$ cat config.mk
export PLATFORM = sky130hd
export DESIGN_NAME = pnis_mul
export DESIGN_NICKNAME = d
export VERILOG_FILES = /design/src/rtl/projected_nearest_in_radius_select_core_assert.svh /design/src/rtl/pnis_pkg.sv /design/src/rtl/pnis_mul.sv
export SDC_FILE = /design/constraint.sdc
export NUM_CORES = 2
export LEC_CHECK = 0
export BUFFER_PORTS_ARGS = -buffer_cell sky130_fd_sc_hd__buf_2
export CAP_MARGIN = 20
export CORE_ASPECT_RATIO = 1.75
export CORE_MARGIN = 4
export CORE_UTILIZATION = 65
export CTS_CLUSTER_DIAMETER = 30
export DETAILED_ROUTE_END_ITERATION = 16
export HOLD_SLACK_MARGIN = 0.05
export PLACE_DENSITY_LB_ADDON = 0.3
export SYNTH_ARGS = -nofsm -noshare
export SYNTH_HDL_FRONTEND = slang
export SYNTH_SLANG_ARGS = --single-unit
export TNS_END_PERCENT = 5
$ cat constraint.sdc
create_clock -name clk -period 0.8 [get_ports clk]
set_input_delay 0.04 -clock clk [delete_from_list [all_inputs] [get_ports clk]]
set_output_delay 0.04 -clock clk [all_outputs]
set_load 0.01 [all_outputs]
$ cat src/rtl/projected_nearest_in_radius_select_core_assert.svh
// ----------------------------------------------------------------------------
// Assertion macros
// Concurrent checks that vanish in synthesis builds.
// ----------------------------------------------------------------------------
`ifndef PROJECTED_NEAREST_IN_RADIUS_SELECT_CORE_ASSERT_SVH
`define PROJECTED_NEAREST_IN_RADIUS_SELECT_CORE_ASSERT_SVH
`ifndef SYNTHESIS
`define PNIS_ASSERT(lbl, clk, rstn, prop) \
	lbl: assert property (@(posedge clk) disable iff (!rstn) (prop)) \
	else $error("assertion failed");
`define PNIS_ASSERT_NEXT(lbl, clk, rstn, ante, cons) \
	lbl: assert property (@(posedge clk) disable iff (!rstn) (ante) |=> (cons)) \
	else $error("assertion failed");
`else
`define PNIS_ASSERT(lbl, clk, rstn, prop)
`define PNIS_ASSERT_NEXT(lbl, clk, rstn, ante, cons)
`endif
`endif

$ cat src/rtl/pnis_pkg.sv
// ----------------------------------------------------------------------------
// pnis_pkg
// Shared widths and types of the projected nearest point selector.
// ----------------------------------------------------------------------------
package pnis_pkg;
	localparam int NDC_BITS = 40;
	localparam int MUL_W    = 34;
	localparam int PROD_W   = 2 * MUL_W;

	localparam logic [2:0] REG_ROW_X_LO = 3'd0;
	localparam logic [2:0] REG_ROW_X_HI = 3'd1;
	localparam logic [2:0] REG_ROW_Y_LO = 3'd2;
	localparam logic [2:0] REG_ROW_Y_HI = 3'd3;
	localparam logic [2:0] REG_ROW_W_LO = 3'd4;
	localparam logic [2:0] REG_ROW_W_HI = 3'd5;
	localparam logic [2:0] REG_VIEW     = 3'd6;
	localparam logic [2:0] REG_VIEWER   = 3'd7;

	typedef struct packed {
		logic busy;
		logic done;
	} pnis_div_stat_t;
endpackage

$ cat src/rtl/pnis_mul.sv
// ----------------------------------------------------------------------------
// pnis_mul
// Shared signed multiplier with a registered product.
// ----------------------------------------------------------------------------
module pnis_mul (
	input  logic                                 clk,
	input  logic                                 arst_n,
	input  logic                                 start,
	input  logic signed [pnis_pkg::MUL_W-1:0]    a,
	input  logic signed [pnis_pkg::MUL_W-1:0]    b,
	output logic signed [pnis_pkg::PROD_W-1:0]   prod,
	output logic                                 done
);
	import pnis_pkg::*;

	logic signed [PROD_W-1:0] prod_q;
	logic                     done_q;

	always_ff @(posedge clk) begin
		prod_q <= a * b;
	end

	always_ff @(posedge clk or negedge arst_n) begin
		if (!arst_n) begin
			done_q <= 1'b0;
		end else begin
			done_q <= start;
		end
	end

	assign prod = prod_q;
	assign done = done_q;
endmodule

# After elaboration in Yosys (flattened, before gate mapping)
# Index checks and enable logic that the tools add are counted.
[totals]
regBits = 69
input_bits = 71
output_inout_bits = 69
word_cells = 3
[op_classes]
multipliers = 1
[op_table]
columns = ["op", "count"]
rows = [
  ["$mul A34 B34 Y68", 1],
]

# Longest topological paths before layout
[logic_depth]
word_depth = 1
mapped_depth = 31
mapped_depth_nobuf = 29

# Worst setup path after synthesis
# Ideal clock, no wire load.
[synth_path]
path_kind = "input to register"
startpoint = "input port a[33] in the netlist's numbering"
endpoint = "register prod_q[61] (netlist: prod[61])"
arrival_time_ns = 7.482
setup_slack_ns = -6.764
stages = 23
path_buffers = 2
path_cell_list = "clkbuf_1 > nand2_1 > inv_1 > fa_1 > fa_1 > fa_1 > fa_1 > fa_1 > fa_1 > fa_1 > inv_1 > fa_1 > inv_1 > ha_1 > buf_2 > nand4_1 > or3_1 > o221a_2 > a31oi_4 > a211o_1 > a21oi_2 > or4b_1 > o2111ai_1"
[synth_via]
elab_chain_cells = 1
[synth_lines]
columns = ["element", "line", "rtl"]
rows = [
  ["start: declaration", "pnis_mul.sv:9", "input logic signed [pnis_pkg::MUL_W-1:0] a,"],
  ["$mul A34 B34 Y68", "pnis_mul.sv:20", "prod_q <= a * b;"],
  ["end signal: assignment", "pnis_mul.sv:20", ""],
  ["end: declaration", "pnis_mul.sv:16", "logic signed [PROD_W-1:0] prod_q;"],
]
# Every way passes these cells.

# Final worst setup path
[layout_path]
startpoint = "input port b[5] in the netlist's numbering"
endpoint = "register prod_q[67] (netlist: prod[67])"
[layout_via]
elab_chain_cells = 1
[layout_lines]
columns = ["element", "line", "rtl"]
rows = [
  ["start: declaration", "pnis_mul.sv:10", "input logic signed [pnis_pkg::MUL_W-1:0] b,"],
  ["$mul A34 B34 Y68", "pnis_mul.sv:20", ""],
]
# Every way passes these cells.

==> results_dict.tcl <==
set metrics [dict create \
    yosysSeqAreaShare 0.0321 \
    synth_area_leader_cell "fa_1" \
    top_layer "met5" \
    synth_nets 6087 \
    path_clk_slew_ns 0.07 \
    routed_wl_um 157000 \
    syn_to_final_growth_pct 21.1 \
    cp.required_ns 1.08 \
    ys_top_cells_by_area "fa_1 (58%), inv_1 (11%), and2_1 (9.0%), ha_1 (5.9%), nand2_1 (4.7%)" \
    synthDistinctLibCells 70 \
    met1_length_um 38600 \
    critPathSlowestCell "fa_2" \
    seqCellArea_um2 1460 \
    drc 0 \
    hpwl_um 121000 \
    hold_ws_ns 0.200 \
    finalNonFillerCells 6010 \
    synth_area_um2 43100 \
    tightest_slew_ns 0.718 \
    die_h_um 349 \
    port_buffers 139 \
    worstPathMaxFanout 6 \
    wl_met3_um 13100 \
    crit_end "prod[67]" \
    num_rows 124 \
    min_period_over_period 9.24 \
    multi_input_area_um2 37400 \
    cts.sinks 69 \
    avgViaCountPerCell 5.91 \
    nNetsFinal 6633 \
    avgRoutedWirePerCell_um 26.1 \
    synth.top_cell.area_share 0.576 \
    drt_iter0_drc 3008 \
    worstSetupStartpointType "input port" \
    grt_pass1_vias 40300 \
    cp.arrival_ns 7.67 \
    synth_seq_cells 69 \
    synthCells 4571 \
    post-place-cells 5910 \
    synth_common_cells "fa_1 (1,241), inv_1 (1,241), and2_1 (619)" \
    maxSlewHeadroom 0.521 \
    grt_max_degree 29 \
    start_util 0.659 \
    grt_use_total 0.442 \
    cp-end-kind "register" \
    core_um2 65500 \
    vias 35500 \
    synth_warnings 0 \
    slowest_delay_ns 0.72 \
    cts_tree "built" \
    syn-mean-instance-area_um2 9.43 \
    ctsHtreeMaxLevel 3 \
    cts_buffers 9 \
    firstDrtPassIters 8 \
    gp_congestion 1.06 \
    antenna_found_initial 8 \
    clk_path_buf_depth 2 \
    ys_dominant_reg_cell "dfxtp_1" \
    ant_nets 0 \
    period_minus_slack_ns 7.39 \
    rsz0062_at_grt "true" \
    grt_overflow 0 \
    die_area_um2 70700 \
    path_class "in -> reg" \
    worst_slack_ns -6.59 \
    drive_gt1_frac 0.220 \
    ios 140 \
    violations "negative setup slack" \
    cts-root-buf "clkbuf_16" \
    hold_path.class "in -> reg" \
    grt_first_pass_wirelength_um 230000 \
    wl_met2_um 78800 \
    outcome "complete, but fails checks" \
    hold_viol 0 \
    crit_start "b[5]" \
    num-fill-cells 4047 \
    die_w_um 203 \
    synth_edf_count 0 \
    max-cap-violations 0 \
    finalSetupViolCount 135 \
    timing.fmax_mhz 135 \
    async_flop_share 0.0145 \
    maxSlewViolCount 0 \
]
==> worst min-delay path by stage <==
| stage | startpoint | endpoint | slack [ns] | cells after the start |
|---|---|---|---|---|
| 6_report | a[0] | prod[0] | 0.20 | 3 |
| 3_3_place_gp | arst_n | done | -0.19 | 1 |
| 4_1_cts | a[0] | prod[0] | 0.19 | 3 |
| 5_1_grt | a[0] | prod[0] | 0.20 | 3 |
| 3_5_place_dp | arst_n | done | -0.19 | 1 |
| 2_1_floorplan | arst_n | done | -0.26 | 0 |
==> area by class of cell <==
type                       count  area share
timing repair buffer         766       0.139
inverter                    1243      0.0896
tap                          882      0.0211
clock inverter                 6    0.000887
antenna                        6    0.000288
sequential                    69      0.0280
clock buffer                  10     0.00458
multi-input combinational   3028       0.717
==> per-layer routing <==
| metal | global-route usage | up-vias |
|---|---|---|
| li1 | - | 13900 |
| met1 | 0.381 | 17900 |
| met2 | 0.760 | 2290 |
| met3 | 0.102 | 1337 |
| met4 | 0.529 | 4 |
| met5 | 0 | - |
==> what timing repair did <==
action	CTS	global route
setup buffers	49	14
gates cloned	9	3
endpoints found under the setup margin	136	135
pin swaps	167	46
resized for setup	502	125
hold buffers	3	0
hold endpoints to repair	2	0
==> cells in the final DEF, fill, tap and decap left out, drive strengths merged, types with 5 or more instances in the layout <==
cell type / n
dfxtp: 68
inv: 1241
nand2b: 15
a211oi: 9
and2: 619
ha: 204
o21bai: 14
nor3: 12
xor2: 25
diode: 6
or3: 5
nor2: 60
nand4: 12
clkbuf: 13
nand2: 540
a21oi: 63
a21o: 41
fa: 1241
o21a: 5
bufbuf: 8
buf: 752
xnor2: 51
o21ai: 34
nand3: 15
and3: 8
a31oi: 14
==> stage by stage <==
stage	worst slack (ns)	cell area, um^2	setup TNS (ns)	util
finish	-6.59	52200	-363.84	0.797
global route	-6.74	52200	-374.76	0.797
CTS	-6.03	51400	-337.69	0.785
detailed placement	-6.94	48600	-386.02	0.742
global placement	-6.83	48600	-381.31	0.742
floorplan	-6.32	43300	-330.93	-
==> kinds of logic (layout without fill, tap and decap cells) <==
| family | Yosys count | after routing | synth area share |
|---|---|---|---|
| buffers and inverters | 1474 | 2025 | 0.129 |
| AOI/OAI and AO/OA | 207 | 207 | 0.0328 |
| DFF | 69 | 69 | 0.0321 |
| muxes | 1 | 1 | 0.000232 |
| and+or+nand+nor | 1299 | 1299 | 0.155 |
| other | 0 | 6 | 0 |
| xor gates and xnor gates | 76 | 76 | 0.0154 |
| adders and majority gates | 1445 | 1445 | 0.635 |
==> sequential cells by signal (all words and copies together) (netlist names) <==
| signal | count |
|---|---|
| done | 1 |
| prod | 68 |
==> worst max-delay path: cells and delay by family <==
| kind | cells | cell delay (ns) |
|---|---|---|
| adders and majority gates | 9 | 4.29 |
| AOI/OAI and AO/OA | 8 | 1.86 |
| xor gates and xnor gates | 1 | 0.09 |
| and+or+nand+nor | 2 | 0.18 |
| buffers and inverters | 11 | 1.17 |
Power is not shown: default switching activity piles up to over one toggle a cycle in this logic, so the estimate is an artifact.
