**src/rtl/projected_nearest_in_radius_select_core_assert.svh**
```systemverilog
// ----------------------------------------------------------------------------
// Assertion macros
// Concurrent checks that vanish in synthesis builds.
// ----------------------------------------------------------------------------
`ifndef PROJECTED_NEAREST_IN_RADIUS_SELECT_CORE_ASSERT_SVH
`define PROJECTED_NEAREST_IN_RADIUS_SELECT_CORE_ASSERT_SVH
`ifndef SYNTHESIS
`define PNIS_ASSERT(lbl, clk, rstn, prop) \
	lbl: assert property (@(posedge clk) disable iff (!rstn) (prop)) \
	else $error("assertion failed");
`define PNIS_ASSERT_NEXT(lbl, clk, rstn, ante, cons) \
	lbl: assert property (@(posedge clk) disable iff (!rstn) (ante) |=> (cons)) \
	else $error("assertion failed");
`else
`define PNIS_ASSERT(lbl, clk, rstn, prop)
`define PNIS_ASSERT_NEXT(lbl, clk, rstn, ante, cons)
`endif
`endif

```
**src/rtl/pnis_pkg.sv**
```systemverilog
// ----------------------------------------------------------------------------
// pnis_pkg
// Shared widths and types of the projected nearest point selector.
// ----------------------------------------------------------------------------
package pnis_pkg;
	localparam int NDC_BITS = 40;
	localparam int MUL_W    = 34;
	localparam int PROD_W   = 2 * MUL_W;

	localparam logic [2:0] REG_ROW_X_LO = 3'd0;
	localparam logic [2:0] REG_ROW_X_HI = 3'd1;
	localparam logic [2:0] REG_ROW_Y_LO = 3'd2;
	localparam logic [2:0] REG_ROW_Y_HI = 3'd3;
	localparam logic [2:0] REG_ROW_W_LO = 3'd4;
	localparam logic [2:0] REG_ROW_W_HI = 3'd5;
	localparam logic [2:0] REG_VIEW     = 3'd6;
	localparam logic [2:0] REG_VIEWER   = 3'd7;

	typedef struct packed {
		logic busy;
		logic done;
	} pnis_div_stat_t;
endpackage

```
**src/rtl/pnis_div.sv**
```systemverilog
// ----------------------------------------------------------------------------
// pnis_div
// Restoring divider: num * 2^F / den, truncated, saturated to NDC_BITS.
// ----------------------------------------------------------------------------
module pnis_div #(
	parameter int FRAC_BITS = 16
) (
	input  logic                            clk,
	input  logic                            arst_n,
	input  logic                            start,
	input  logic [63:0]                     num,
	input  logic [63:0]                     den,
	output logic [pnis_pkg::NDC_BITS-1:0]   quo,
	output pnis_pkg::pnis_div_stat_t        stat
);
	import pnis_pkg::*;

	localparam int SH    = NDC_BITS - FRAC_BITS;
	localparam int CNT_W = $clog2(NDC_BITS + 1);

	logic [63:0]         rem_q;
	logic [63:0]         den_q;
	logic [NDC_BITS-1:0] sh_q;
	logic                sat_q;
	logic [CNT_W-1:0]    cnt_q;
	logic                busy_q;
	logic                done_q;
	logic [64:0]         trial;
	logic                ge;

	assign trial = {rem_q, sh_q[NDC_BITS-1]};
	assign ge    = trial >= {1'b0, den_q};

	always_ff @(posedge clk) begin
		if (start) begin
			sat_q <= {32'd0, num} >= ({32'd0, den} << SH);
			rem_q <= num >> SH;
			sh_q  <= NDC_BITS'(num << FRAC_BITS);
			den_q <= den;
		end else if (busy_q) begin
			rem_q <= ge ? 64'(trial - {1'b0, den_q}) : trial[63:0];
			sh_q  <= {sh_q[NDC_BITS-2:0], ge};
		end
	end

	always_ff @(posedge clk or negedge arst_n) begin
		if (!arst_n) begin
			busy_q <= 1'b0;
			done_q <= 1'b0;
			cnt_q  <= '0;
		end else begin
			done_q <= 1'b0;
			if (start) begin
				busy_q <= 1'b1;
				cnt_q  <= CNT_W'(NDC_BITS);
			end else if (busy_q) begin
				cnt_q <= cnt_q - 1'b1;
				if (cnt_q == CNT_W'(1)) begin
					busy_q <= 1'b0;
					done_q <= 1'b1;
				end
			end
		end
	end

	assign quo       = sat_q ? '1 : sh_q;
	assign stat.busy = busy_q;
	assign stat.done = done_q;
endmodule

```
**config.mk**
```make
export PLATFORM = sky130hd
export DESIGN_NAME = pnis_div
export DESIGN_NICKNAME = d
export VERILOG_FILES = /design/src/rtl/projected_nearest_in_radius_select_core_assert.svh /design/src/rtl/pnis_pkg.sv /design/src/rtl/pnis_div.sv
export SDC_FILE = /design/constraint.sdc
export NUM_CORES = 1
export LEC_CHECK = 0
export ABC_CLOCK_PERIOD_IN_PS = 2900
export BUFFER_PORTS_ARGS = -buffer_cell sky130_fd_sc_hd__buf_2
export CORE_MARGIN = 10
export CORE_UTILIZATION = 40
export DETAILED_ROUTE_END_ITERATION = 10
export PLACE_DENSITY = 0.7
export RECOVER_POWER = 25
export SETUP_SLACK_MARGIN = 0.02
export SLEW_MARGIN = 10
export SYNTH_ARGS = -nofsm -noshare
export SYNTH_HDL_FRONTEND = slang
export SYNTH_SLANG_ARGS = --single-unit
```
**constraint.sdc**
```tcl
create_clock -name clk -period 2.9 [get_ports clk]
set_input_delay 0.145 -clock clk [delete_from_list [all_inputs] [get_ports clk]]
set_output_delay 0.145 -clock clk [all_outputs]
set_load 0.05 [all_outputs]
```
# Yosys cells after proc, flatten, opt, wreduce, memory -nomap -nowiden
# Index checks and enable logic that the tools add are counted.
[classes]
n_addsub = 2
magnitude_cmp = 2
eq_ne = 1
muxes = 14
n_reduce_logical = 1
[op_table]
columns = ["operator", "count"]
rows = [
  ["$mux 40", 5],
  ["$ge 64x88->1", 1],
  ["$ge 65x64->1", 1],
  ["$mux 64", 1],
  ["$sub 64x64->64", 1],
  ["$mux 6", 2],
  ["$eq 6x1->1 const B", 1],
  ["$mux 1", 6],
  ["$sub 6x1->6 const B", 1],
  ["$reduce_bool 2->1", 1],
]
[totals]
register_bits = 177
out_inout_bits = 42
wordCells = 29

# Longest topological paths before layout
# Gate-level depths: netlist of run 1.
[logic_depth]
depth_word = 4
ltp_mapped = 15

# Worst setup path after synthesis of run 1
# Ideal clock, no wire load.
[synth_timing]
path_kind = "reg-to-reg"
startpoint = "reg rem_q[1]"
endpoint = "reg rem_q[32] (data pin)"
setup_ns = 0.268
arrival_time_ns = 2.741
t_required_ns = 2.632
path_slack_ns = -0.110
stages_incl_launch_ff = 12
path_buffers = 0
path_cell_list = "edfxtp_1 > ha_1 > nor2b_1 > o31a_1 > o32a_4 > a41o_4 > a31oi_4 > o31ai_1 > a21o_1 > a21oi_1 > xor2_1 > o31ai_1"
[synth_between]
elab_chain_len = 4
elab_cells_between_ends = 5
cone_classes = "add/sub (1); order compare (1); mux (3)"
[synth_lines]
columns = ["item", "line_no", "source"]
rows = [
  ["from (decl)", "pnis_div.sv:21", "logic [63:0] rem_q;"],
  ["from (signal assigned)", "pnis_div.sv:37", "rem_q <= num >> SH;"],
  ["from (signal assigned)", "pnis_div.sv:41", "rem_q <= ge ? 64'(trial - {1'b0, den_q}) : trial[63:0];"],
  ["$sub 64x64->64 or $ge 65x64->1 (tied branches)", "pnis_div.sv:41, pnis_div.sv:32", ""],
  ["$mux 64 (*)", "pnis_div.sv:41", ""],
  ["$mux 40 (*)", "pnis_div.sv:40", "end else if (busy_q) begin"],
  ["$mux 40 (*)", "pnis_div.sv:35", "if (start) begin"],
]
# Every way passes the cells marked *; elsewhere a longest branch is shown, timed or not. The select of a mux whose other input is x is not followed.
# A chain may end at the register's enable or synchronous reset.

# Worst setup path in the final report of run 1
[layout_timing]
startpoint = "reg sh_q[39]"
endpoint = "reg rem_q[54]"
[layout_between]
elab_chain_len = 2
elab_cells_between_ends = 3
cone_classes = "add/sub (1); order compare (1); mux (1)"
[layout_lines]
columns = ["item", "line_no", "source"]
rows = [
  ["from (decl)", "pnis_div.sv:23", "logic [NDC_BITS-1:0] sh_q;"],
  ["from (signal assigned)", "pnis_div.sv:38", "sh_q <= NDC_BITS'(num << FRAC_BITS);"],
  ["from (signal assigned)", "pnis_div.sv:42", "sh_q <= {sh_q[NDC_BITS-2:0], ge};"],
  ["$sub 64x64->64 or $ge 65x64->1 (tied branches)", "pnis_div.sv:41, pnis_div.sv:32", ""],
  ["$mux 64 (*)", "pnis_div.sv:41", ""],
]
# Every way passes the cells marked *; elsewhere a longest branch is shown, timed or not.

==> results list, run 1 <==
* Result of the run: finished, violations left
* Violations in the final reports: negative setup slack
- Commonest non-fill, non-tap cell in the layout: buf_4
- Main combinational cell family by area after synthesis: compound AO/OA/AOI/OAI gates
- RSZ-0062 raised after global routing: true
* Xor and xnor area share after synthesis: 4.14%
* Fraction of the yosys area taken by sequential cells: 38.4%
* Number of flip-flops and latches in the synthesized netlist: 177
* Slew HR: 32.9%
- Worst-case reg-to-reg path depth: 16
- Number of primary I/O pins: 173
- Share of the core filled with cells: 60.0%
- Source-to-sink clock delay at the later pin of the worst-skew pair: 470 ps
- Worst setup path start: sh_q[39]$_DFFE_PP_
- Max-cap violations: 0
* Peak per-stage delay on the critical path: 380 ps
- The synthesized netlist devotes 21.3% of its cell area to compound gates.
* Horiz. Die Dim: 198 µm
- The clock net in this run drives a total of 177 sinks.
* Wire length of the first global-routing pass: 67300 µm
- Core Box Area: 31400 µm²
* Endpoint of the lowest-slack register-to-register path: rem_q[54]$_SDFFE_PP0P_
* Number of routed nets with antenna violations: 0
- Overall track demand over capacity in global routing: 21.5%
* Layout Cell Area excl Fill: 18800 µm²
- Top-area cell type share of the netlist area: 30.6%
- Clock tree synthesis inserted a total of 17 buffers.
- Ys async rst share: 4.52%
- Counting every net in the synthesized netlist gives 1639.
- Synthesized-area fraction occupied by adder cells: 10.6%
* Share of synthesized area spent on multiplexers: 2.60%
- After detailed routing, the average wire length per cell comes to 18.2 µm.
- Number of max-slew violations in the final report: 0
* Number of enable-type register cells in the synthesized netlist: 129
- Number of nets in the finished design: 2168
- Adding up every negative setup slack in the final design gives -9990 ps.
* Overflow left after global routing: 0
- Final HPWL from detailed placement: 30500 µm
- Register-to-register setup slack: -280 ps
* Clk_skew: 16.3 ps
- Data arrives at the worst endpoint at 3570 ps.
- Among all stages on the critical path, the largest delay is contributed by edfxtp_1.
- Instance count of the mapped netlist: 1401
- Share of cells above drive strength 1: 37.2%
- Worst Slack Setup Final: -281 ps
* Crit Path Class: flop to flop
* Number of iterations in the first detailed-routing pass: 5
- Worst-path clk slew: 80 ps
- The mapped netlist covers 12700 µm².
- Worst Setup Start Kind: flop
* Die boundary height: 198 µm
* Full die area: 39200 µm²
* Final cycle utilization of the critical path: 110%
- In the routed design, unresolved DRC markers number 0.
* Number of buffers and inverters on the critical path: 4
- Synth unique cells: 79
- Detailed Route Iter0 Violations: 827
- In this run the static leakage power is 8.51 nW.
- Summing the areas of all and, or, nand and nor instances in the mapped netlist gives 15.8% of the synthesized area.
* Area of placed instances: 15900 µm²
* Flip-flop cell with the highest count after synthesis: edfxtp_1
- For the pin with the worst max-slew slack, the measured transition is 1010 ps.
- Area growth from synthesis to layout: 48.5%
- Derived from the worst setup path, the maximum achievable clock frequency is 314 MHz.
* Count of final setup violators: 63
* Clock root cell: clkbuf_16
- In this run the worst path has a maximum fanout of 6.
- STA classifies the critical path endpoint as a flop.
- Top cells by area, synth: edfxtp_1 31%, ha_1 10%, dfxtp_1 6.3%
* Final RePlAce weighted congestion: 0.934
* Cell seen most often among critical-path stages: buf_6
- After detailed placement, the design holds a cell count of 2181.
- Once the floorplan was initialized, standard cells occupied 40.4% of the core.
- Via count of the first global-routing pass: 13100
* Total number of H-tree levels: 4
- Summing all flip-flop and latch instances after layout gives 4880 µm².
* Beginning of the worst register-to-register path: sh_q[39]$_DFFE_PP_
- Dominant delay contributor by cell family on the critical path: compound AO/OA/AOI/OAI gates
- Wirelength, routed: 42800 µm
- Count of yosys warnings during synthesis: 0
- Power spread over the standard cell area amounts to 964 nW/µm².
- Path type of the worst min-delay path: input pin to flop
- Number of endpoints with negative hold slack in the final report: 0
- Excluding fillers, the count of instances in the completed layout stands at 2346.
- Buffers placed on the I/O ports in this run total 172.
* Largest area contributor in the synthesized netlist: edfxtp_1
* Syn_area_per_cell: 9.05 µm²
- Data required time at the worst endpoint: 3290 ps
- The critical path crosses 16 cells after its start point.
- Fillcell total: 2622
* Standard-cell rows: 65
- End of the critical path: rem_q[54]$_SDFFE_PP0P_
- Counting I/O delays and the setup requirement, the final critical path takes 3180 ps.
- For this block, the via count after detailed routing is 12600.
* Critical path cell sequence: inv_1, ha_2, fa_2, nor2b_2, o31a_1, o32a_4, a41o_4, a31oi_4, buf_6, o21ai_4, buf_6, a211oi_4, buf_4, xnor2_1, nand2_1, a21oi_1
* Clock buffer depth: 2
- Pin count of the biggest net entering global routing: 82
- Commonest non-fill, non-tap cells in the layout: 289 x buf_4, 138 x inv_1, 133 x buf_2
* Ratio of routed vias to standard cells: 5.35
* Area of the multi-input gates: 7820 µm²
* Largest voltage drop on the vdd net: 0.592 mV
- The initial antenna violation count is 1.
- CTS tree: yes
-- metrics by stage --
| stage | setup slack, ps | power (mW) | hold WS (ps) |
|---|---|---|---|
| 2_1_floorplan | -19.1 | 9.02 | -151 |
| 3_3_place_gp | -361 | 12.8 | -6.10 |
| 3_5_place_dp | -418 | 12.9 | -3.61 |
| 4_1_cts | -177 | 17.4 | 0.0513 |
| 5_1_grt | -372 | 19.2 | 7.71 |
| 6_report | -281 | 18.1 | 9.60 |
-- flip-flops by register name, summed over array words and instances, names as in the netlist --
name,flops
sh_q,40
sat_q,1
den_q,64
done_q,1
rem_q,64
busy_q,1
cnt_q,6
-- area by class of cell --
cell class / count / area share (%)
Timing Repair Buffer: 584 / 23.9
Tap cell: 402 / 2.67
Sequential cell: 177 / 25.9
Antenna cell: 1 / 0.0133
Inverter: 144 / 2.87
Clock inverter: 13 / 0.691
Multi-Input combinational cell: 1006 / 41.5
Clock buffer: 19 / 2.47
-- how the worst min path moves through the flow --
stage	start	to	slack [ps]	cells after the start
after global placement	arst_n	done_q$_DFF_PN0_	-6	1
after detailed placement	arst_n	done_q$_DFF_PN0_	-4	1
after global routing	num[31]	rem_q[7]$_DFFE_PP_	8	2
after CTS	num[14]	sh_q[30]$_DFFE_PP_	0.05	2
final	num[46]	rem_q[22]$_DFFE_PP_	10	2
after floorplan	arst_n	busy_q$_DFF_PN0_	-150	0
-- cells by family (layout without fill, tap and decap cells) --
kind of cell	after synthesis	after routing
other	0	1
AND/OR/NAND/NOR	403	403
AO/OA/AOI/OAI	405	405
adder cells (fa/ha/maj)	107	107
buffers and inverters	218	760
multiplexers	31	31
XOR/XNOR	60	60
flip-flops	177	177
-- Yosys cell counts, types with 7 or more instances --
cell type    n
a21oi_1    140
o31ai_1      7
nand4_1     37
nor2_1     118
nand3_1     17
or2_2       41
o211ai_1    10
o21ai_0     48
dfxtp_1     40
a31oi_1     11
a311oi_1     8
o21ai_1     11
a22o_1      26
nor2b_1     14
buf_2       28
mux2i_1     16
clkbuf_1    26
o21bai_1    13
ha_1       106
inv_1      144
and3_1       8
and2_1       8
nand2_1     95
nand2b_1    11
mux2_2      15
a211oi_1    34
dfrtp_1      8
xnor2_1     36
nor4_1      16
a21o_1      42
buf_4        8
nor3_1      15
xor2_1      24
buf_1        7
o21a_1      14
edfxtp_1   129
-- what timing repair did --
action | 4_1_cts | 5_1_grt
gates cloned | 8 | 0
endpoints found under the setup margin | 65 | 66
hold endpoints to repair | 89 | 0
pin swaps | 66 | 60
setup buffers | 27 | 21
resized for setup | 171 | 66
hold buffers | 82 | 0
-- per-layer routing --
layer / part of all wire, % / wire length, µm / GRT usage, %
met1: 43 / 18500 / 26.4
met2: 49 / 20800 / 36.1
met3: 5.6 / 2410 / 4.74
met4: 2.6 / 1110 / 8.23
met5: 0 / 0 / 0
-- power breakdown --
part	switching (mW)	total [mW]	internal, mW	leakage, nW
Sequential	0.405	3.76	3.36	1.74
Clock	1.17	2.40	1.22	0.300
Combinational	5.93	12.0	6.05	6.47
Total	7.51	18.1	10.6	8.51
Power figures use the tool's default switching activity.
==> run 2: changes to the inputs <==
--- a/config.mk
+++ b/config.mk
@@ -12,7 +12,7 @@
 export DETAILED_ROUTE_END_ITERATION = 10
 export PLACE_DENSITY = 0.7
 export RECOVER_POWER = 25
-export SETUP_SLACK_MARGIN = 0.02
+export SETUP_SLACK_MARGIN = 0.4
 export SLEW_MARGIN = 10
 export SYNTH_ARGS = -nofsm -noshare
 export SYNTH_HDL_FRONTEND = slang
==> run 2 against run 1 <==
  * The run still ends with negative setup slack left
  * Clock power fell by 2%
  * Setup slack improved by 49 ps
  * Design area fell by 0.45%
  * Clock-buffer cell count did not move
  * Global-route usage fell by 0.67 points
  * Routed wire length rose by 2.9%
  * Non-clock buffer count fell by 70
  * Cell count fell by 3.0%
  * Utilization fell by 0.27 points
  * Critical path type unchanged
==> results list, run 2 (same netlist as run 1, synthesis figures left out) <==
- Routability-driven placement finished with a final weighted congestion of 0.942.
- Via count of the first global-routing pass: 12700
- Area of placed instances: 15600 µm²
- Final cycle utilization of the critical path: 108%
- Result of the run: finished, violations left
* Violations in the final reports: negative setup slack
- Registers are responsible for 21.0% of the overall power.
- Summing internal, switching and leakage power gives 18.3 mW.
* Total vias in the final route: 12700
- Commonest non-fill, non-tap cells in the layout: 229 x buf_4, 144 x buf_2, 136 x inv_1
* Clock root cell: clkbuf_16
- Counting along the longest clock path gives a buffer depth of 2.
- CTS tree: yes
- Source-to-sink clock delay at the later pin of the worst-skew pair: 460 ps
- Largest voltage drop on the vdd net: 0.463 mV
* Endpoint of the lowest-slack register-to-register path: rem_q[52]$_SDFFE_PP0P_
- After global routing the overflow that remains totals 0.
* Data required time at the worst endpoint: 3280 ps
- For this design the total switching power over the nets is 7.82 mW.
- The core region is 31400 µm².
- Dividing total power by cell area gives a power density of 978 nW/µm².
- Wire length of the first global-routing pass: 65900 µm
- The startpoint identified for the worst register-to-register timing path is rem_q[30]$_DFFE_PP_.
- Leaving out fill and tap cells, the most frequent cell in the layout is buf_4.
- Number of routed nets with antenna violations: 0
* Net Sw Frac: 42.6%
- The worst hold path begins at num[2].
- Registers with the most flip-flops: den_q: 64 flops, rem_q: 64 flops, sh_q: 40 flops
* Leakage component of the power: 8.29 nW
- The multi-input combinational cells in the finished layout cover a total of 8230 µm².
- Overall track demand over capacity in global routing: 20.8%
- Number of endpoints with negative hold slack in the final report: 0
- Fmax achieved: 319 MHz
- Clock-pin slew was measured on the worst setup and hold paths at 80 ps.
* Worst endpoint data arrival time: 3510 ps
* Max-cap violations: 0
* Slew HR: 30.0%
- Relative contribution of the clock network to total power: 12.9%
- For the final routed database, the setup TNS stands at -7090 ps.
* WL per Instance: 19.3 µm
- Number of cells on the worst hold path: 2
- Port Buf Inserts: 172
- Full die area: 39200 µm²
- Number of nets in the finished design: 2098
* Area growth from synthesis to layout: 47.8%
- Once placement completed, the tool counted placed cells totaling 2115.
- The floorplan has 65 rows.
- Detailed Route Iter0 Violations: 949
- In the routed layout, each cell is associated on average with a via count of 5.56.
* Initial antenna violation count: 3
- Hold endpoint: sh_q[18]$_DFFE_PP_
* Number of clock sinks: 177
* Die boundary height: 198 µm
* Count of final setup violators: 62
- Total number of H-tree levels: 4
- In this run the worst hold path is classified as input pin to flop.
- The post-route netlist has 38.4% of its cells at a drive strength greater than 1.
- Entering global routing, the biggest net connects 70 pins.
- Worst Slack Setup Final: -232 ps
- Worst Setup Start Kind: flop
* Horiz. Die Dim: 198 µm
- Setup repair after global routing could not meet its margin everywhere.
* DRC violations left: 0
- Initial core utilization: 40.4%
* Setup crit end kind: flop
- Clk_skew: 14.8 ps
- Cell internal pwr: 10.5 mW
- Number of iterations in the first detailed-routing pass: 5
* Number of primary I/O pins: 173
* Sequential standard cell area: 4880 µm²
- Along the worst path, the maximum fanout reaches 5.
- Slew of the pin with the lowest slew margin: 1050 ps
* Crit path time final: 3130 ps
* Number of buffers created by CTS: 17
- Summed over all layers, the routed wires come to 44000 µm.
- Crit Path Class: flop to flop
- Final HPWL from detailed placement: 30300 µm
* Number of max-slew violations in the final report: 0
* Cell Count, Final, Fillers Out: 2276
- Register-to-register setup slack: -230 ps
* Layout Cell Area excl Fill: 18700 µm²
- Part of the power in combinational logic: 66.1%
- The layout has 2607 filler cells.
* Worst-case reg-to-reg path depth: 13
## run 2: cell types whose count changed in the layout (fill, tap and decap cells not counted), moves of 5 or more
| cell | previous run | this run |
|---|---|---|
| buf_4 | 289 | 229 |
| nand2_4 | 2 | 8 |
| nand2_1 | 82 | 72 |
| clkbuf_1 | 37 | 28 |
| buf_2 | 133 | 144 |
| ha_1 | 91 | 77 |
| a21oi_2 | 24 | 29 |
| a21oi_1 | 117 | 110 |
| dlygate4sd3_1 | 82 | 70 |
| clkbuf_16 | 18 | 24 |
| ha_4 | 13 | 25 |
## run 2: power groups by stage
stage	logic (mW)	clock network, mW	registers, mW
floorplan	5.64	0	3.66
global placement	8.70	0	3.74
detailed placement	8.80	0	3.76
CTS	10.0	2.38	3.74
global route	12.9	2.48	3.91
finish	12.1	2.36	3.86
## run 2: cell type report
class,instances,area share [%]
multi-input cells,1006,43.9
flip-flops and latches,177,26.0
repair buffers,514,21.4
inverters,144,2.88
well taps,402,2.68
clock buffers,19,2.36
clock inverters,13,0.754
diodes,1,0.0134
## run 2: worst max-delay path: stages (launching register included)
cell	delay [ps]
edfxtp_1	470
ha_4	340
and4_4	240
nand3_2	120
buf_4	180
nor3_1	340
nand3_1	180
a31o_4	250
nand2_4	80
a221oi_4	80
buf_4	150
xnor2_1	290
nand2_4	80
a311oi_2	260
## run 2: timing repair
action,4_1_cts,5_1_grt
gates cloned,5,7
pin swaps,41,62
setup endpoints to repair,66,66
gates resized for setup,79,183
hold buffers,69,1
hold endpoints to repair,76,1
setup buffers,21,25
## run 2: layer usage
layer / vias up / track usage [%] / share of wire (%) / wire length (µm)
met4: 2 / 5.58 / 2.7 / 1190
met2: 477 / 35.1 / 47 / 20900
met5: - / 0 / 0.030 / 13
met3: 97 / 4.46 / 6.8 / 3010
li1: 5978 / - / - / -
met1: 6109 / 26.4 / 43 / 18900
## run 2: metrics by stage
| stage | hold WS, ps | setup slack [ps] | util [%] |
|---|---|---|---|
| after floorplan | -151 | -18.8 | - |
| after global placement | -5.63 | -217 | 49.6 |
| after detailed placement | 1.08 | -282 | 49.6 |
| after CTS | 0.0782 | -149 | 55.9 |
| after global routing | 0.974 | -353 | 59.7 |
| final | 10.6 | -232 | 59.7 |
## run 2: worst max path at each step
stage	startpoint	endpoint	slack, ps	depth (start not counted)
final	rem_q[30]$_DFFE_PP_	rem_q[52]$_SDFFE_PP0P_	-230	13
after global routing	den_q[8]$_DFFE_PP_	rem_q[27]$_DFFE_PP_	-350	15
after CTS	den_q[0]$_DFFE_PP_	rem_q[58]$_SDFFE_PP0P_	-150	13
after detailed placement	rem_q[5]$_DFFE_PP_	rem_q[26]$_DFFE_PP_	-280	13
after global placement	rem_q[5]$_DFFE_PP_	rem_q[26]$_DFFE_PP_	-220	13
after floorplan	sh_q[39]$_DFFE_PP_	rem_q[32]$_DFFE_PP_	-20	13
==> run 3: changes to the inputs <==
--- a/config.mk
+++ b/config.mk
@@ -6,11 +6,12 @@
 export NUM_CORES = 1
 export LEC_CHECK = 0
 export ABC_CLOCK_PERIOD_IN_PS = 2900
-export BUFFER_PORTS_ARGS = -buffer_cell sky130_fd_sc_hd__buf_2
 export CORE_MARGIN = 10
 export CORE_UTILIZATION = 40
 export DETAILED_ROUTE_END_ITERATION = 10
-export PLACE_DENSITY = 0.7
+export DONT_BUFFER_PORTS = 1
+export MAX_ROUTING_LAYER = met4
+export PLACE_DENSITY = 0.65
 export RECOVER_POWER = 25
 export SETUP_SLACK_MARGIN = 0.4
 export SLEW_MARGIN = 10
==> run 3 against run 2 <==
  * The flow finishes with violations (negative hold slack, negative setup slack)
  * Highest routed layer is now met4
  * Critical endpoint is now rem_q[60]$_SDFFE_PP0P_
  * Critical path depth is 1 higher
  * Utilization is 0.084 points lower
  * Maximum frequency rose by 1.5%
==> results list, run 3 (same netlist as run 1, synthesis figures left out) <==
- Core Box Area: 31400 µm²
- Cell area power density: 963 nW/µm²
- Leaving out fill and tap cells, the most frequent cell in the layout is buf_4.
* Setup crit end kind: flop
- Ratio of routed vias to standard cells: 5.53
- Met2 capacity usage during global routing: 35.8%
- Per report_power, the clock group accounts for 13.4% of the total.
- Entering global routing, the biggest net connects 202 pins.
- Critical path cell sequence: ha_1, buf_6, o211ai_1, a21oi_2, o211a_4, nor4_4, buf_4, nor3b_4, o31ai_4, and2_4, buf_12, o21ai_1, a22o_1, a211o_1
- The clock passes through at most 2 buffers.
- Result of the run: finished, violations left
* Leakage component of the power: 8.13 nW
- Antenna Cells: 0
- The tool flagged a number of max-cap violations equal to 0.
* Number of endpoints with negative hold slack in the final report: 68
- During placement, the flow inserted port buffers numbering 0.
- Cell internal pwr: 10.5 mW
- Along the worst hold path, the cell count comes to 0.
* Final RePlAce weighted congestion: 0.934
- Crit Path Class: flop to flop
* Wire length of the first global-routing pass: 66900 µm
* Share of cells above drive strength 1: 31.9%
- Overall power: 18.0 mW
- Number of buffers and inverters on the critical path: 3
- After clock tree synthesis, the flow added hold-fix buffers numbering 154.
- Clock root cell: clkbuf_16
* Path type of the worst min-delay path: input pin to flop
- Worst-path clk slew: 80 ps
* Beginning of the worst register-to-register path: rem_q[3]$_DFFE_PP_
- The die covers 39200 µm².
- The initial utilization of the core area, before any placement, comes to 40.4%.
* Fmax achieved: 324 MHz
- Worst endpoint data arrival time: 3430 ps
- Total number of H-tree levels: 4
- Peak per-stage delay on the critical path: 400 ps
* Number of max-slew violations in the final report: 0
* Clk_skew: 15.1 ps
* Cell total after placement: 1966
- RSZ-0062 raised after global routing: true
* Detailed Route Iter0 Violations: 920
- Wirelength, routed: 44700 µm
- Global routing met3 resource utilization: 5.26%
- The final reports fail on negative hold slack, negative setup slack.
- Once layout is complete, the utilization of the core stands at 59.6%.
- IR analysis of the VDD net gives a maximum drop of 0.569 mV.
- CP max-delay cell: edfxtp_1
* Layout Cell Area excl Fill: 18700 µm²
* Number of buffers created by CTS: 17
- Source of the worst hold timing path: start
- The initial antenna violation count is 0.
- For the worst setup path, the data required time is 3250 ps.
- Net Sw Frac: 41.8%
- Slew HR: 29.4%
- For this design, the sink count on the clock tree is 177.
- Horiz. Die Dim: 198 µm
- Largest fanout of any net on the critical path: 5
- The worst path uses 106% of the clock period.
- Die boundary height: 198 µm
- For this run the aggregate overflow at the end of global routing stands at 0.
- Slew of the pin with the lowest slew margin: 1060 ps
* Area of placed instances: 14900 µm²
- The worst hold path terminates at den_q[33]$_DFFE_PP_.
- For this design the top-level I/O count stands at 173.
- Register-to-register setup slack: -190 ps
- Source-to-sink clock delay at the later pin of the worst-skew pair: 460 ps
- Crit path time final: 3090 ps
- Tightest hold margin: -162 ps
- The routed layout has 12200 vias.
- Proportion of power drawn by flip-flops and latches: 21.2%
- The floorplan has 65 rows.
- Global routing usage on met1: 27.0%
- CTS tree: yes
* DRC violations left: 0
* WL per Instance: 20.3 µm
* Registers with the most flip-flops: den_q: 64 flops, rem_q: 64 flops, sh_q: 40 flops
- Area growth from synthesis to layout: 47.6%
- Final HPWL from detailed placement: 29400 µm
- The worst register-to-register path ends at rem_q[60]$_SDFFE_PP0P_.
- Via count of the first global-routing pass: 12300
- Counting cells, the worst reg-to-reg path comes to 14.
* Number of routed nets with antenna violations: 0
* Number of nets in the finished design: 2032
- Commonest non-fill, non-tap cells in the layout: 253 x buf_4, 154 x dlygate4sd3_1, 142 x inv_1
* Part of the power in combinational logic: 65.4%
- Setup slack on the critical path of the routed design comes to -186 ps.
- Overall track demand over capacity in global routing: 22.1%
* Switching pwr: 7.53 mW
* Dominant delay contributor by cell family on the critical path: compound AO/OA/AOI/OAI gates
- Worst Setup Start Kind: flop
* Number of iterations in the first detailed-routing pass: 7
- Cell Count, Final, Fillers Out: 2209
* Global-route layer with the greatest usage: met2
* Count of final setup violators: 64
## run 3: area by class of cell
class	instances	area (µm²)
Multi-Input combinational cell	1007	8110
Timing Repair Buffer	447	4080
Tap cell	402	503
Inverter	144	541
Fill cell	2563	12700
Clock buffer	17	425
Clock inverter	15	174
Sequential cell	177	4880
## run 3: metal layers
layer | share of wire, % | vias up
met5 | 0 | -
met4 | 1.6 | 0
met3 | 6.7 | 56
met2 | 49 | 402
met1 | 43 | 5927
li1 | - | 5841
## run 3: repair_timing
item	in CTS	in global routing
gates resized for setup	78	145
hold endpoints to repair	241	118
setup buffers	13	33
pin swaps	35	42
gates cloned	3	8
setup endpoints to repair	65	67
## run 3: power groups by stage
stage               Clock, mW  Combinational (mW)  Sequential, mW
floorplan                   0                5.64            3.66
global placement            0                8.81            3.73
detailed placement          0                8.89            3.75
CTS                      2.43                9.95            3.73
global route             2.54                12.6            3.87
finish                   2.41                11.8            3.82
## run 3: per-stage QoR
stage / TNS [ps] / setup slack [ps]
after floorplan: -18.8 / -18.8
after global placement: -15800 / -358
after detailed placement: -16280 / -405
after CTS: -8140 / -205
after global routing: -14070 / -319
final: -7090 / -186
## run 3: how the worst max path moves through the flow
stage	start	to	slack (ps)	cells past startpoint
2_1_floorplan	sh_q[39]$_DFFE_PP_	rem_q[32]$_DFFE_PP_	-20	13
3_3_place_gp	rem_q[30]$_DFFE_PP_	rem_q[4]$_DFFE_PP_	-360	12
3_5_place_dp	rem_q[30]$_DFFE_PP_	rem_q[4]$_DFFE_PP_	-410	12
4_1_cts	rem_q[3]$_DFFE_PP_	rem_q[60]$_SDFFE_PP0P_	-210	14
5_1_grt	den_q[0]$_DFFE_PP_	rem_q[50]$_SDFFE_PP0P_	-320	14
6_report	rem_q[3]$_DFFE_PP_	rem_q[60]$_SDFFE_PP0P_	-190	14
